**config.mk**
```make
export PLATFORM = sky130hd
export DESIGN_NAME = lbp_divider
export DESIGN_NICKNAME = d
export VERILOG_FILES = /design/src/hdl/lbp_pkg.sv /design/src/hdl/lbp_divider.sv
export SDC_FILE = /design/constraint.sdc
export NUM_CORES = 1
export LEC_CHECK = 0
export BUFFER_PORTS_ARGS = -buffer_cell sky130_fd_sc_hd__buf_2
export CAP_MARGIN = 20
export CORE_AREA = 2 2 126 128
export CTS_CLUSTER_DIAMETER = 40
export CTS_CLUSTER_SIZE = 20
export DETAILED_ROUTE_END_ITERATION = 10
export DIE_AREA = 0 0 128 130
export HOLD_SLACK_MARGIN = 0.1
export PLACE_DENSITY = 0.5
export SYNTH_ARGS = -nofsm -noshare
export SYNTH_HDL_FRONTEND = slang
export SYNTH_SLANG_ARGS = --single-unit
```
**constraint.sdc**
```tcl
create_clock -name i_clk -period 2.9 [get_ports i_clk]
set_input_delay 0.58 -clock i_clk [delete_from_list [all_inputs] [get_ports i_clk]]
set_output_delay 0.58 -clock i_clk [all_outputs]
set_load 0.05 [all_outputs]
```
**src/hdl/lbp_pkg.sv**
```systemverilog
// Shared constants, payload types and helper functions for the LBP histogram block.
package lbp_pkg;

    localparam int MAX_WIDTH  = 1024;
    localparam int MAX_HEIGHT = 1024;
    localparam int COUNT_BITS = 20;

    localparam int CFG_W   = 11;
    localparam int COL_W   = $clog2(MAX_WIDTH);
    localparam int ROW_W   = $clog2(MAX_HEIGHT);
    localparam int BIN_W   = 8;
    localparam int NBINS   = 1 << BIN_W;
    localparam int FRAC_W  = 17;
    localparam int FRAC_SH = 16;
    localparam int DVD_W   = COUNT_BITS + FRAC_SH;

    localparam logic [7:0]            BACKGROUND = 8'd255;
    localparam logic [COUNT_BITS-1:0] COUNT_MAX  = {COUNT_BITS{1'b1}};
    localparam logic [FRAC_W-1:0]     FRAC_ONE   = FRAC_W'(1) << FRAC_SH;

    localparam logic [CFG_W-1:0] SIZE_MIN  = CFG_W'(3);
    localparam logic [CFG_W-1:0] WIDTH_MX  = CFG_W'(MAX_WIDTH);
    localparam logic [CFG_W-1:0] HEIGHT_MX = CFG_W'(MAX_HEIGHT);
    localparam logic [CFG_W-1:0] WIDTH_RST  = CFG_W'(640);
    localparam logic [CFG_W-1:0] HEIGHT_RST = CFG_W'(480);

    localparam logic [1:0] CMD_PIXEL = 2'd0;
    localparam logic [1:0] CMD_READ  = 2'd1;
    localparam logic [1:0] CMD_START = 2'd2;

    localparam logic REG_WIDTH  = 1'b0;
    localparam logic REG_HEIGHT = 1'b1;

    typedef struct packed {
        logic [1:0]       cmd;
        logic [7:0]       pixel_value;
        logic [BIN_W-1:0] bin_index;
    } t_lbp_in;

    typedef struct packed {
        logic                  pattern_valid;
        logic [7:0]            pattern_code;
        logic [COUNT_BITS-1:0] bin_count;
        logic [FRAC_W-1:0]     bin_fraction;
        logic [COUNT_BITS-1:0] total_patterns;
    } t_lbp_out;

    typedef struct packed {
        logic             rd_en;
        logic             wr_en;
        logic [COL_W-1:0] addr;
        logic [7:0]       upper_wr;
        logic [7:0]       middle_wr;
    } t_line_req;

    typedef struct packed {
        logic                  rd_en;
        logic                  wr_en;
        logic                  clr;
        logic [BIN_W-1:0]      addr;
        logic [COUNT_BITS-1:0] wr_data;
    } t_hist_req;

    typedef struct packed {
        logic                  start;
        logic [DVD_W-1:0]      dividend;
        logic [COUNT_BITS-1:0] divisor;
    } t_div_req;

    typedef struct packed {
        logic             done;
        logic [DVD_W-1:0] quotient;
    } t_div_rsp;

    // Window slot of neighbor k, clockwise from the top neighbor.
    function automatic logic [3:0] nbr_slot(input logic [2:0] k);
        logic [3:0] s;
        case (k)
            3'd0:    s = 4'd1;
            3'd1:    s = 4'd2;
            3'd2:    s = 4'd5;
            3'd3:    s = 4'd8;
            3'd4:    s = 4'd7;
            3'd5:    s = 4'd6;
            3'd6:    s = 4'd3;
            default: s = 4'd0;
        endcase
        return s;
    endfunction

    function automatic logic [COUNT_BITS-1:0] sat_inc(input logic [COUNT_BITS-1:0] v);
        return (v == COUNT_MAX) ? v : v + COUNT_BITS'(1);
    endfunction

    function automatic logic [CFG_W-1:0] clamp_size(input logic [CFG_W-1:0] v,
                                                    input logic [CFG_W-1:0] hi);
        logic [CFG_W-1:0] r;
        if (v < SIZE_MIN) begin
            r = SIZE_MIN;
        end else if (v > hi) begin
            r = hi;
        end else begin
            r = v;
        end
        return r;
    endfunction

endpackage

```
**src/hdl/lbp_divider.sv**
```systemverilog
// Restoring divider, one quotient bit per cycle.
module lbp_divider
    import lbp_pkg::*;
(
    input  logic     i_clk,
    input  logic     i_rst_n,
    input  t_div_req i_req,
    output t_div_rsp o_rsp
);

    localparam int CNT_W = $clog2(DVD_W);

    logic                  r_busy;
    logic                  r_done;
    logic [CNT_W-1:0]      r_cnt;
    logic [DVD_W-1:0]      r_q;
    logic [COUNT_BITS-1:0] r_rem;
    logic [COUNT_BITS-1:0] r_div;
    logic [COUNT_BITS:0]   w_rem_sh;
    logic [COUNT_BITS:0]   w_diff;
    logic                  w_ge;

    assign w_rem_sh = {r_rem, r_q[DVD_W-1]};
    assign w_diff   = w_rem_sh - {1'b0, r_div};
    assign w_ge     = w_rem_sh >= {1'b0, r_div};

    always_ff @(posedge i_clk) begin
        if (!i_rst_n) begin
            r_busy <= 1'b0;
            r_done <= 1'b0;
        end else begin
            r_done <= 1'b0;
            if (i_req.start) begin
                r_busy <= 1'b1;
            end else if (r_busy && r_cnt == '0) begin
                r_busy <= 1'b0;
                r_done <= 1'b1;
            end
        end
    end

    always_ff @(posedge i_clk) begin
        if (i_req.start) begin
            r_q   <= i_req.dividend;
            r_rem <= '0;
            r_div <= i_req.divisor;
            r_cnt <= CNT_W'(DVD_W - 1);
        end else if (r_busy) begin
            r_rem <= w_ge ? w_diff[COUNT_BITS-1:0] : w_rem_sh[COUNT_BITS-1:0];
            r_q   <= {r_q[DVD_W-2:0], w_ge};
            r_cnt <= r_cnt - CNT_W'(1);
        end
    end

    assign o_rsp.done     = r_done;
    assign o_rsp.quotient = r_q;

endmodule
```
-- Word level (Yosys, flattened, before mapping)
Index checks and enable logic that the tools add are counted.
- word-level logic and storage cells: 21
- bits of input ports: 59
- flip-flop bits (word level): 84
- add/sub/neg operators: 2
- $lt $le $gt $ge: 1
- reduce and logical (&&, ||, !) cells: 5
- muxes and demuxes: 6
- bitwise gates (word level): 1
- operators by type and width (operator ; number):
    $mux 36 ; 2
    $ge 21x20->1 ; 1
    $mux 20 ; 1
    $sub 20x20->20 ; 1
    $logic_not 6->1 ; 1
    $sub 6x1->6 const B ; 1
    $reduce_bool 2->1 ; 2
    $mux 1 ; 3
    $reduce_or 2->1 ; 1
    $logic_and 1x1->1 ; 1
    $not 1->1 ; 1

-- Logic depth before layout (Yosys ltp)
Gate-level depths: netlist of the first run.
- depth after elaboration: 4
- depth in mapped cells: 12
- mapped depth without buffers: 10

-- Least setup slack after synthesis of the first run
OpenSTA, ideal clock, no wires.
- kind: reg2reg
- from: register r_q[35]
- to: register r_q[0] (data pin)
- required time: 2640 ps
- slack: -78 ps
- cell stages (with the launch flop): 11
- clock period less this slack: 2978 ps
- setup time: 260 ps
- data arrival time: 2718 ps
- cells stage by stage: edfxtp_1 > inv_1 > ha_1 > nand2b_1 > a21oi_1 > o41a_1 > o41ai_4 > o311ai_2 > buf_6 > buf_2 > mux2_2
- cells in the longest elaborated chain, start to end: 3
- ends and longest elaborated chain (what ; RTL line ; source):
    start, declared ; lbp_divider.sv:16 ; logic [DVD_W-1:0] r_q;
    start signal, assigned ; lbp_divider.sv:44 ; r_q <= i_req.dividend;
    start signal, assigned ; lbp_divider.sv:50 ; r_q <= {r_q[DVD_W-2:0], w_ge};
    $ge 21x20->1 ; lbp_divider.sv:25 ; assign w_ge = w_rem_sh >= {1'b0, r_div};
    $mux 36 ; lbp_divider.sv:48 ; end else if (r_busy) begin
    $mux 36 ; lbp_divider.sv:43 ; if (i_req.start) begin
Every way passes these cells. The select of a mux whose other input is x is not followed.
A chain may end at the register's enable or synchronous reset.

-- Worst setup path after layout of the first run
- from: register r_div[12]
- to: register r_rem[0]
- cells in the longest elaborated chain, start to end: 2
- ends and longest elaborated chain (what ; RTL line ; source):
    start, declared ; lbp_divider.sv:18 ; logic [COUNT_BITS-1:0] r_div;
    start signal, assigned ; lbp_divider.sv:46 ; r_div <= i_req.divisor;
    $ge 21x20->1 ; lbp_divider.sv:25 ;
    $mux 20 ; lbp_divider.sv:49 ; r_rem <= w_ge ? w_diff[COUNT_BITS-1:0] : w_rem_sh[COUNT_BITS-1:0];
    end signal, assigned ; lbp_divider.sv:49 ;
    end, declared ; lbp_divider.sv:17 ; logic [COUNT_BITS-1:0] r_rem;
Every way passes these cells.

==> run summary, run 1 <==
Syn Nets = 490
Worst Path Required = 3160 ps
reg2reg start = r_div[12]
measured slew at the worst slew-check pin = 581 ps
Area Growth Syn to Fin = 24.6%
total gr overflow = 0
RSZ-0062 raised after global routing = false
Antenna Nets Post-Route = 0
vias in the first global route = 3,500
post-CTS setup buffer count = 0
status = completed
Worst Path Arrival = 2970 ps
TritonCTS clock tree = yes
Main synth FF type = edfxtp_1
Rows = 46
critical path class = flip-flop to flip-flop
global-route wire length before repair = 17.1 mm
fin. max-slew vios = 0
Routability Congestion = 0.819
most frequent cells in the layout = buf_2, edfxtp_1, nor2_1
relative slew slack = 61.1%
DIE HEIGHT = 130 um
Yosys Warn Count = 0
DRT iter0 DRCs = 147
Longest Clk Path Bufs = 2
DIE AREA = 16,600 um2
pwr/cell area = 595 nW/um2
min Tclk post-route = 2710 ps
pin count of the biggest net entering global routing = 52
count of cell types in the netlist = 56
Sw Share = 31.9%
CP max stage delay = 430 ps
combinational share of power = 23.5%
cts bufs inserted = 9
routed length per placed instance = 14.3 um
cell count after synthesis = 409
nets = 599
layout cells sized above 1 = 33.7%
CP Max Fanout = 12
most common cell after layout, fill and taps aside = buf_2
cell-internal power = 2.29 mW
net switching power = 1.07 mW
FF+latch count, synth = 84
Final Core Density = 36.6%
HP Start = i_req[1]
post-DP HPWL = 7.37 mm
syn avg cell area = 11.1 um2
Min-Delay Path Class = input pin to flip-flop
max cap viols = 0
worst clock skew = 9.14 ps
Worst-path clk slew = 70 ps
critical-path cell list = inv_1 -> ha_1 -> and3_1 -> o211ai_1 -> o21bai_1 -> o41ai_4 -> o311ai_4 -> buf_4 -> mux2_1 -> a211oi_1
# hold bufs at CTS = 0
Layout fillers = 1,562
sequential power share = 42.9%
worst setup path startpoint = r_div[12]
post-DR vias/cell = 4.74
initial antenna violation count = 0
I/O Buffers = 95
clk sink count = 84
Synth Cell Area = 4530 um2
H-Tree Depth = 3
setup TNS = 0 ps
total core area = 15,400 um2
EDFF count, synth = 56
async set-or-reset flop fraction in the synthesized netlist = 0%
Ports = 96
number of remaining DRC errors = 0
n_diodes = 0
nature of the critical path endpoint = flip-flop
clock share of power = 33.6%
clock insertion delay at the later pin of the skew report = 350 ps
Max Freq = 369 MHz
starting density of the core = 29.4%
critical-path cell with the highest stage delay = ha_1
crit start category = flip-flop
post-synthesis sequential area ratio = 49.4%
Resized Gates After CTS = 0
Worst VDD drop = 298 uV
global-route usage over all layers = 13.0%
Die X = 128 um
wirelength, routed = 10.2 mm
drt first pass iters = 4
Lkg Pwr = 2.40 nW
Final Cycle Share = 93.5%
final setup violation count = 0
final hold viol count = 0
root buf cell = clkbuf_16
DR vias = 3,388
## routing by layer
| layer | global-route usage, % | up-vias | part of all wire [%] |
|---|---|---|---|
| met5 | 0 | - | 0 |
| met4 | 4.07 | 0 | 1.4 |
| met3 | 5.25 | 11 | 7.7 |
| met2 | 20.8 | 97 | 44 |
| met1 | 16.3 | 1568 | 47 |
| li1 | - | 1712 | - |
## cells in the mapped netlist, drive strengths merged (2+ instances only)
cell type	number	area share [%]
o21a	2	0.33
edfxtp	56	37
nor3b	2	0.33
o41ai	2	0.80
xor2	6	1.2
mux2	37	9.2
nor3	5	0.55
nor2	40	3.3
a31oi	3	0.41
clkbuf	10	0.83
a41o	2	0.44
o21ai	13	1.4
o21bai	4	0.66
dfxtp	28	12
inv	31	2.6
mux2i	11	2.4
nor4	3	0.55
o211ai	6	1.1
buf	8	1.1
nand3	9	0.99
ha	21	5.8
xnor2	10	1.9
nand2b	9	1.2
nand2	28	2.3
nand3b	6	0.99
and3	4	0.66
nand4	2	0.28
a21o	8	1.3
a21oi	9	0.99
o221ai	4	0.77
or3	2	0.28
a211oi	14	2.4
## path summary, 6_finish.rpt
path	endpoint	slack, ps	cells after the start
max reg2reg	r_rem[0]	190	10
min reg2reg	r_cnt[0]	490	2
min	r_div[1]	410	1
max	r_rem[0]	190	10
## power groups by stage
stage	sequential, mW	clock [mW]	combinational [mW]
global placement	1.47	0	0.787
detailed placement	1.47	0	0.790
finish	1.44	1.13	0.790
floorplan	1.65	0	0.391
global route	1.46	1.23	0.865
CTS	1.45	1.17	0.792
## cells by family (layout without fill, tap and decap cells)
group / Yosys count / after routing / synth area share (%)
adder cells (fa/ha/maj): 22 / 22 / 6.24
multiplexers: 48 / 48 / 11.6
buffers and inverters: 49 / 163 / 4.47
AND/OR/NAND/NOR: 114 / 114 / 12.1
XOR/XNOR: 16 / 16 / 3.09
AO/OA/AOI/OAI: 76 / 76 / 13.0
flip-flops: 84 / 84 / 49.4
## layout make-up
class,instances,area (um2),share of cell area [%]
Clock buffer,9,225,3.99
Clock inverter,7,63.8,1.13
Inverter,31,116,2.06
Multi-Input combinational cell,276,2100,37.2
Sequential cell,84,2240,39.7
Tap cell,192,240,4.25
Timing Repair Buffer,116,661,11.7
## critical path: cells and delay by family (launching register included)
family	cells	cell delay, ps
compound gates	5	1060
fa+ha+maj	1	430
flops	1	330
mux	1	320
buf+inv	2	250
simple gates	1	230
## sequential cells by signal, indices dropped and copies added, names as in the netlist
register and count:
r_q 36, r_busy 1, r_cnt 6, r_div 20, r_done 1, r_rem 20
## stage by stage
| step | worst slack [ps] | power (mW) | instance area [um2] | std cells | hold WS (ps) |
|---|---|---|---|---|---|
| 2_1_floorplan | 56.1 | 2.04 | 4530 | 409 | 449 |
| 3_3_place_gp | 146 | 2.26 | 5330 | 695 | 464 |
| 3_5_place_dp | 29.2 | 2.26 | 5330 | 695 | 475 |
| 4_1_cts | 4.81 | 3.41 | 5620 | 711 | 390 |
| 5_1_grt | 18.4 | 3.55 | 5650 | 715 | 385 |
| 6_report | 188 | 3.36 | 5650 | 715 | 407 |
Power figures use the tool's default switching activity.
==> inputs of run 2 (changes only) <==
MAX_ROUTING_LAYER = met4   (was unset)
==> run summary, run 2 (same netlist as run 1, synthesis figures left out) <==
status = completed
max cap viols = 0 (unchanged)
vias in the first global route = 3,513 (+0.37%)
Worst Path Arrival = 2970 ps (about the same)
largest registers = r_q x36, r_div x20, r_rem x20
DIE HEIGHT = 130 um (unchanged)
Routability Congestion = 0.832 (+1.5%)
drt first pass iters = 4 (unchanged)
post-DR vias/cell = 4.75 (+0.15%)
most common cell after layout, fill and taps aside = buf_2
nets = 599 (unchanged)
CP max stage delay = 430 ps (about the same)
total gr overflow = 0 (unchanged)
Sequential Area = 2240 um2 (unchanged)
n_diodes = 0 (unchanged)
root buf cell = clkbuf_16
DRT iter0 DRCs = 151 (+2.7%)
clk sink count = 84 (unchanged)
global-route usage over all layers = 13.4% (+0.39 points)
nature of the critical path endpoint = flip-flop
Lkg Pwr = 2.40 nW (unchanged)
fin. max-slew vios = 0 (unchanged)
Min-Delay Path Class = input pin to flip-flop
starting density of the core = 29.4% (unchanged)
I/O Buffers = 95 (unchanged)
cell-internal power = 2.29 mW (about the same)
worst clock skew = 10.7 ps (+1.61 ps)
Area Growth Syn to Fin = 24.6% (unchanged)
Worst-path clk slew = 70 ps (about the same)
H-Tree Depth = 3 (unchanged)
crit start category = flip-flop
critical path class = flip-flop to flip-flop
Multi-input gate area = 2100 um2 (unchanged)
Reg with most FFs = r_q
critical-path cell list = inv_1 -> ha_1 -> and3_1 -> o211ai_1 -> o21bai_1 -> o41ai_4 -> o311ai_4 -> buf_4 -> mux2_1 -> a211oi_1
relative slew slack = 60.6% (-0.52 points)
post-CTS setup buffer count = 0 (unchanged)
cts bufs inserted = 9 (unchanged)
Final Non-Filler Cells = 715 (unchanged)
total core area = 15,400 um2 (unchanged)
global-route wire length before repair = 17.1 mm (-0.32%)
combinational share of power = 23.5% (about the same)
most frequent cells in the layout = buf_2, edfxtp_1, nor2_1
CP Max Fanout = 12 (unchanged)
setup TNS = 0 ps (unchanged)
Resized Gates After CTS = 0 (unchanged)
number of remaining DRC errors = 0 (unchanged)
routed length per placed instance = 14.3 um (unchanged)
Worst Path Required = 3160 ps (about the same)
sequential power share = 42.9% (about the same)
TritonCTS clock tree = yes
measured slew at the worst slew-check pin = 589 ps (+7.75 ps)
pin count of the biggest net entering global routing = 52 (unchanged)
layout cells sized above 1 = 33.7% (unchanged)
Rows = 46 (unchanged)
final setup violation count = 0 (unchanged)
Inst Count DP = 695 (unchanged)
RSZ-0062 raised after global routing = false
# hold bufs at CTS = 0 (unchanged)
critical-path cell with the highest stage delay = ha_1
DR vias = 3,393 (+0.15%)
Worst VDD drop = 301 uV (+1.0%)
Sw Share = 31.9% (+0.049 points)
Longest Clk Path Bufs = 2 (unchanged)
clock insertion delay at the later pin of the skew report = 350 ps (about the same)
Final Cycle Share = 93.6% (+0.10 points)
initial antenna violation count = 0 (unchanged)
Ports = 96 (unchanged)
pwr/cell area = 596 nW/um2 (about the same)
net switching power = 1.07 mW (+0.23%)
Largest register FFs = 36 (unchanged)
clock share of power = 33.6% (about the same)
Layout fillers = 1,562 (unchanged)
Max Freq = 368 MHz (-0.11%)
DIE AREA = 16,600 um2 (unchanged)
post-DP HPWL = 7.37 mm (unchanged)
min Tclk post-route = 2710 ps (+2.93 ps)
Die X = 128 um (unchanged)
Antenna Nets Post-Route = 0 (unchanged)
final hold viol count = 0 (unchanged)
wirelength, routed = 10.2 mm (unchanged)
-- run 2: layout make-up --
| type | instances | area share (%) |
|---|---|---|
| Sequential cell | 84 | 39.7 |
| Multi-Input combinational cell | 276 | 37.2 |
| Timing Repair Buffer | 116 | 11.7 |
| Tap cell | 192 | 4.25 |
| Clock buffer | 9 | 3.99 |
| Inverter | 31 | 2.06 |
| Clock inverter | 7 | 1.13 |
-- run 2: final timing paths --
| path | startpoint | end | slack [ps] | cells past startpoint |
|---|---|---|---|---|
| setup / recovery | r_div[12] | r_rem[0] | 190 | 10 |
| hold / removal | i_req[5] | r_div[5] | 410 | 1 |
| setup reg to reg | r_div[12] | r_rem[0] | 190 | 10 |
| hold reg to reg | r_cnt[0] | r_cnt[0] | 490 | 2 |
-- run 2: layer usage --
layer / routed length [um] / part of all wire [%] / up-vias / track usage [%]
met4: 140 / 1.4 / 0 / 4.07
met1: 4960 / 49 / 1574 / 16.8
li1: - / - / 1715 / -
met5: 0 / 0 / - / -
met2: 4480 / 44 / 93 / 20.9
met3: 636 / 6.2 / 11 / 4.31
-- run 2: power by group through the flow --
stage	Combinational [mW]	Clock [mW]	Sequential (mW)
finish	0.790	1.13	1.45
global route	0.865	1.22	1.46
CTS	0.792	1.17	1.45
detailed placement	0.790	0	1.47
global placement	0.787	0	1.47
floorplan	0.391	0	1.65
-- run 2: worst max-delay path: cells and delay by family (launching register included) --
family,cells,cell delay (ps)
compound gates,5,1060
fa+ha+maj,1,430
buf+inv,2,250
flops,1,330
mux,1,320
simple gates,1,240
-- run 2: stage by stage --
stage / worst slack [ps] / hold WS [ps] / util (%) / power (mW) / instance area, um2
6_report: 185 / 406 / 36.6 / 3.37 / 5650
5_1_grt: 18.3 / 385 / 36.6 / 3.55 / 5650
4_1_cts: 4.81 / 390 / 36.4 / 3.41 / 5620
3_5_place_dp: 29.2 / 475 / 34.5 / 2.26 / 5330
3_3_place_gp: 146 / 464 / 34.5 / 2.26 / 5330
2_1_floorplan: 56.1 / 449 / - / 2.04 / 4530
==> inputs of run 3 (changes only) <==
CTS_BUF_LIST = sky130_fd_sc_hd__clkbuf_4   (was unset)
CTS_CLUSTER_SIZE = 25   (was 20)
==> run summary, run 3 (same netlist as run 1, synthesis figures left out) <==
status = completed
Worst Path Required = 3270 ps (+110 ps)
total gr overflow = 0 (unchanged)
I/O Buffers = 95 (unchanged)
post-DP HPWL = 7.37 mm (unchanged)
most common cell after layout, fill and taps aside = buf_2
Tot Pwr = 2.91 mW (-13%)
max cap viols = 0 (unchanged)
Longest Clk Path Bufs = 2 (unchanged)
Rows = 46 (unchanged)
H-Tree Depth = 3 (unchanged)
critical-path cell with the highest stage delay = o41ai_1
worst clock skew = 25.9 ps (+15.1 ps)
Buf+Inv Stages, Crit Path = 1 (-1)
critical path class = flip-flop to flip-flop
worst setup path startpoint = r_q[35]
Worst Path Arrival = 3070 ps (+100 ps)
pin count of the biggest net entering global routing = 52 (unchanged)
r2r endpoint = r_rem[12]
Finished Cell Area = 5480 um2 (-2.9%)
# hold bufs at CTS = 0 (unchanged)
Lkg Pwr = 2.32 nW (-3.1%)
Reg2Reg Setup Slack = 190 ps (about the same)
DIE HEIGHT = 130 um (unchanged)
min Tclk post-route = 2710 ps (-9.33 ps)
setup TNS = 0 ps (unchanged)
Min-Delay Path Class = input pin to flip-flop
Die X = 128 um (unchanged)
number of cells on the worst reg-to-reg path = 10 (unchanged)
DIE AREA = 16,600 um2 (unchanged)
uppermost routed layer = met4
Worst VDD drop = 286 uV (-5.2%)
CP max stage delay = 440 ps (about the same)
most frequent cells in the layout = buf_2, edfxtp_1, nor2_1
worst hold path stage count = 1 (unchanged)
nature of the critical path endpoint = flip-flop
Placed Area = 5330 um2 (unchanged)
RSZ-0062 raised after global routing = false
wl on met1 = 4.93 mm (-0.52%)
Max Freq = 370 MHz (+0.35%)
Area Growth Syn to Fin = 20.9%
Routability Congestion = 0.832 (unchanged)
clock insertion delay at the later pin of the skew report = 480 ps (+130 ps)
largest registers = r_q x36, r_div x20, r_rem x20
critical-path cell list = inv_1 -> ha_1 -> fa_1 -> nand2b_1 -> a21o_1 -> a311oi_1 -> nor2_1 -> mux2i_1 -> o41ai_1 -> a211oi_2
Ports = 96 (unchanged)
crit start category = flip-flop
Worst-path clk slew = 160 ps (+90 ps)
reg2reg start = r_q[35]
HP Start = i_req[13]
starting density of the core = 29.4% (unchanged)
DRT iter0 DRCs = 146 (-3.3%)
Sequential Area = 2240 um2 (unchanged)
layout cells sized above 1 = 33.5% (-0.13 points)
nets = 598 (-0.17%)
final setup violation count = 0 (unchanged)
Multi-input gate area = 2100 um2 (unchanged)
root buf cell = clkbuf_4
CP top delay family = compound AO/OA/AOI/OAI gates
Layout fillers = 1,582 (+1.3%)
Largest register FFs = 36 (unchanged)
Reg with most FFs = r_q
crit path to = r_rem[12]
relative slew slack = 60.2% (-0.42 points)
clk sink count = 84 (unchanged)
measured slew at the worst slew-check pin = 595 ps (+6.20 ps)
total core area = 15,400 um2 (unchanged)
Routed met2 length = 4.51 mm (+0.67%)
Inst Count DP = 695 (unchanged)
DR vias = 3,392 (-0.029%)
WP depth = 10 (unchanged)
initial antenna violation count = 0 (unchanged)
Final Cycle Share = 93.3% (-0.32 points)
Final Non-Filler Cells = 714 (-0.14%)
n_diodes = 0 (unchanged)
fin. max-slew vios = 0 (unchanged)
vias in the first global route = 3,532 (+0.54%)
wirelength, routed = 10.2 mm (+0.12%)
CP Max Fanout = 3 (-9)
drt first pass iters = 4 (unchanged)
post-DR vias/cell = 4.75 (+0.11%)
cts bufs inserted = 9 (unchanged)
met3 routed WL = 622 um (-2.2%)
Antenna Nets Post-Route = 0 (unchanged)
Final Core Density = 35.5% (-1.1 points)
pwr/cell area = 531 nW/um2 (-11%)
TritonCTS clock tree = yes
final hold viol count = 0 (unchanged)
global-route wire length before repair = 17.0 mm (-0.16%)
global-route usage over all layers = 13.4% (-0.027 points)
routed length per placed instance = 14.3 um (+0.26%)
number of remaining DRC errors = 0 (unchanged)
==> run 3: changes by cell type in the layout (fill, tap and decap cells not counted) <==
cell / before / now
clkbuf_16: 9 / 0
clkbuf_4: 0 / 9
buf_4: 20 / 19
==> run 3: area by class of cell <==
type | instances | area share, %
clock buffers | 9 | 1.23
clock inverters | 7 | 1.16
inverters | 31 | 2.12
multi-input cells | 276 | 38.3
flip-flops and latches | 84 | 40.9
well taps | 192 | 4.38
repair buffers | 115 | 11.9
==> run 3: what timing repair did <==
action                     CTS  global route
setup buffers                3             0
resized for setup            0             0
setup endpoints to repair    1             0
==> run 3: per-stage QoR <==
stage | setup WS (ps) | hold WS (ps)
floorplan | 56.1 | 449
global placement | 146 | 464
detailed placement | 29.2 | 475
CTS | 204 | 224
global route | 19.5 | 220
finish | 194 | 266
==> run 3: how the worst min path moves through the flow <==
| stage | end | slack [ps] |
|---|---|---|
| global placement | r_cnt[0] | 460 |
| floorplan | r_cnt[0] | 450 |
| finish | r_div[13] | 270 |
| CTS | r_div[13] | 220 |
| detailed placement | r_cnt[0] | 470 |
| global route | r_div[1] | 220 |
==> run 3: per-layer routing <==
metal  global-route usage (%)  vias up
li1                         -     1705
met1                     16.5     1576
met2                     21.0       97
met3                     3.94       14
met4                     4.85        0
met5                        -        -
==> run 3: report_power, final <==
group | switching, mW | internal (mW)
Combinational | 0.492 | 0.296
Sequential | 0.0521 | 1.39
Clock | 0.484 | 0.197
Total | 1.03 | 1.88
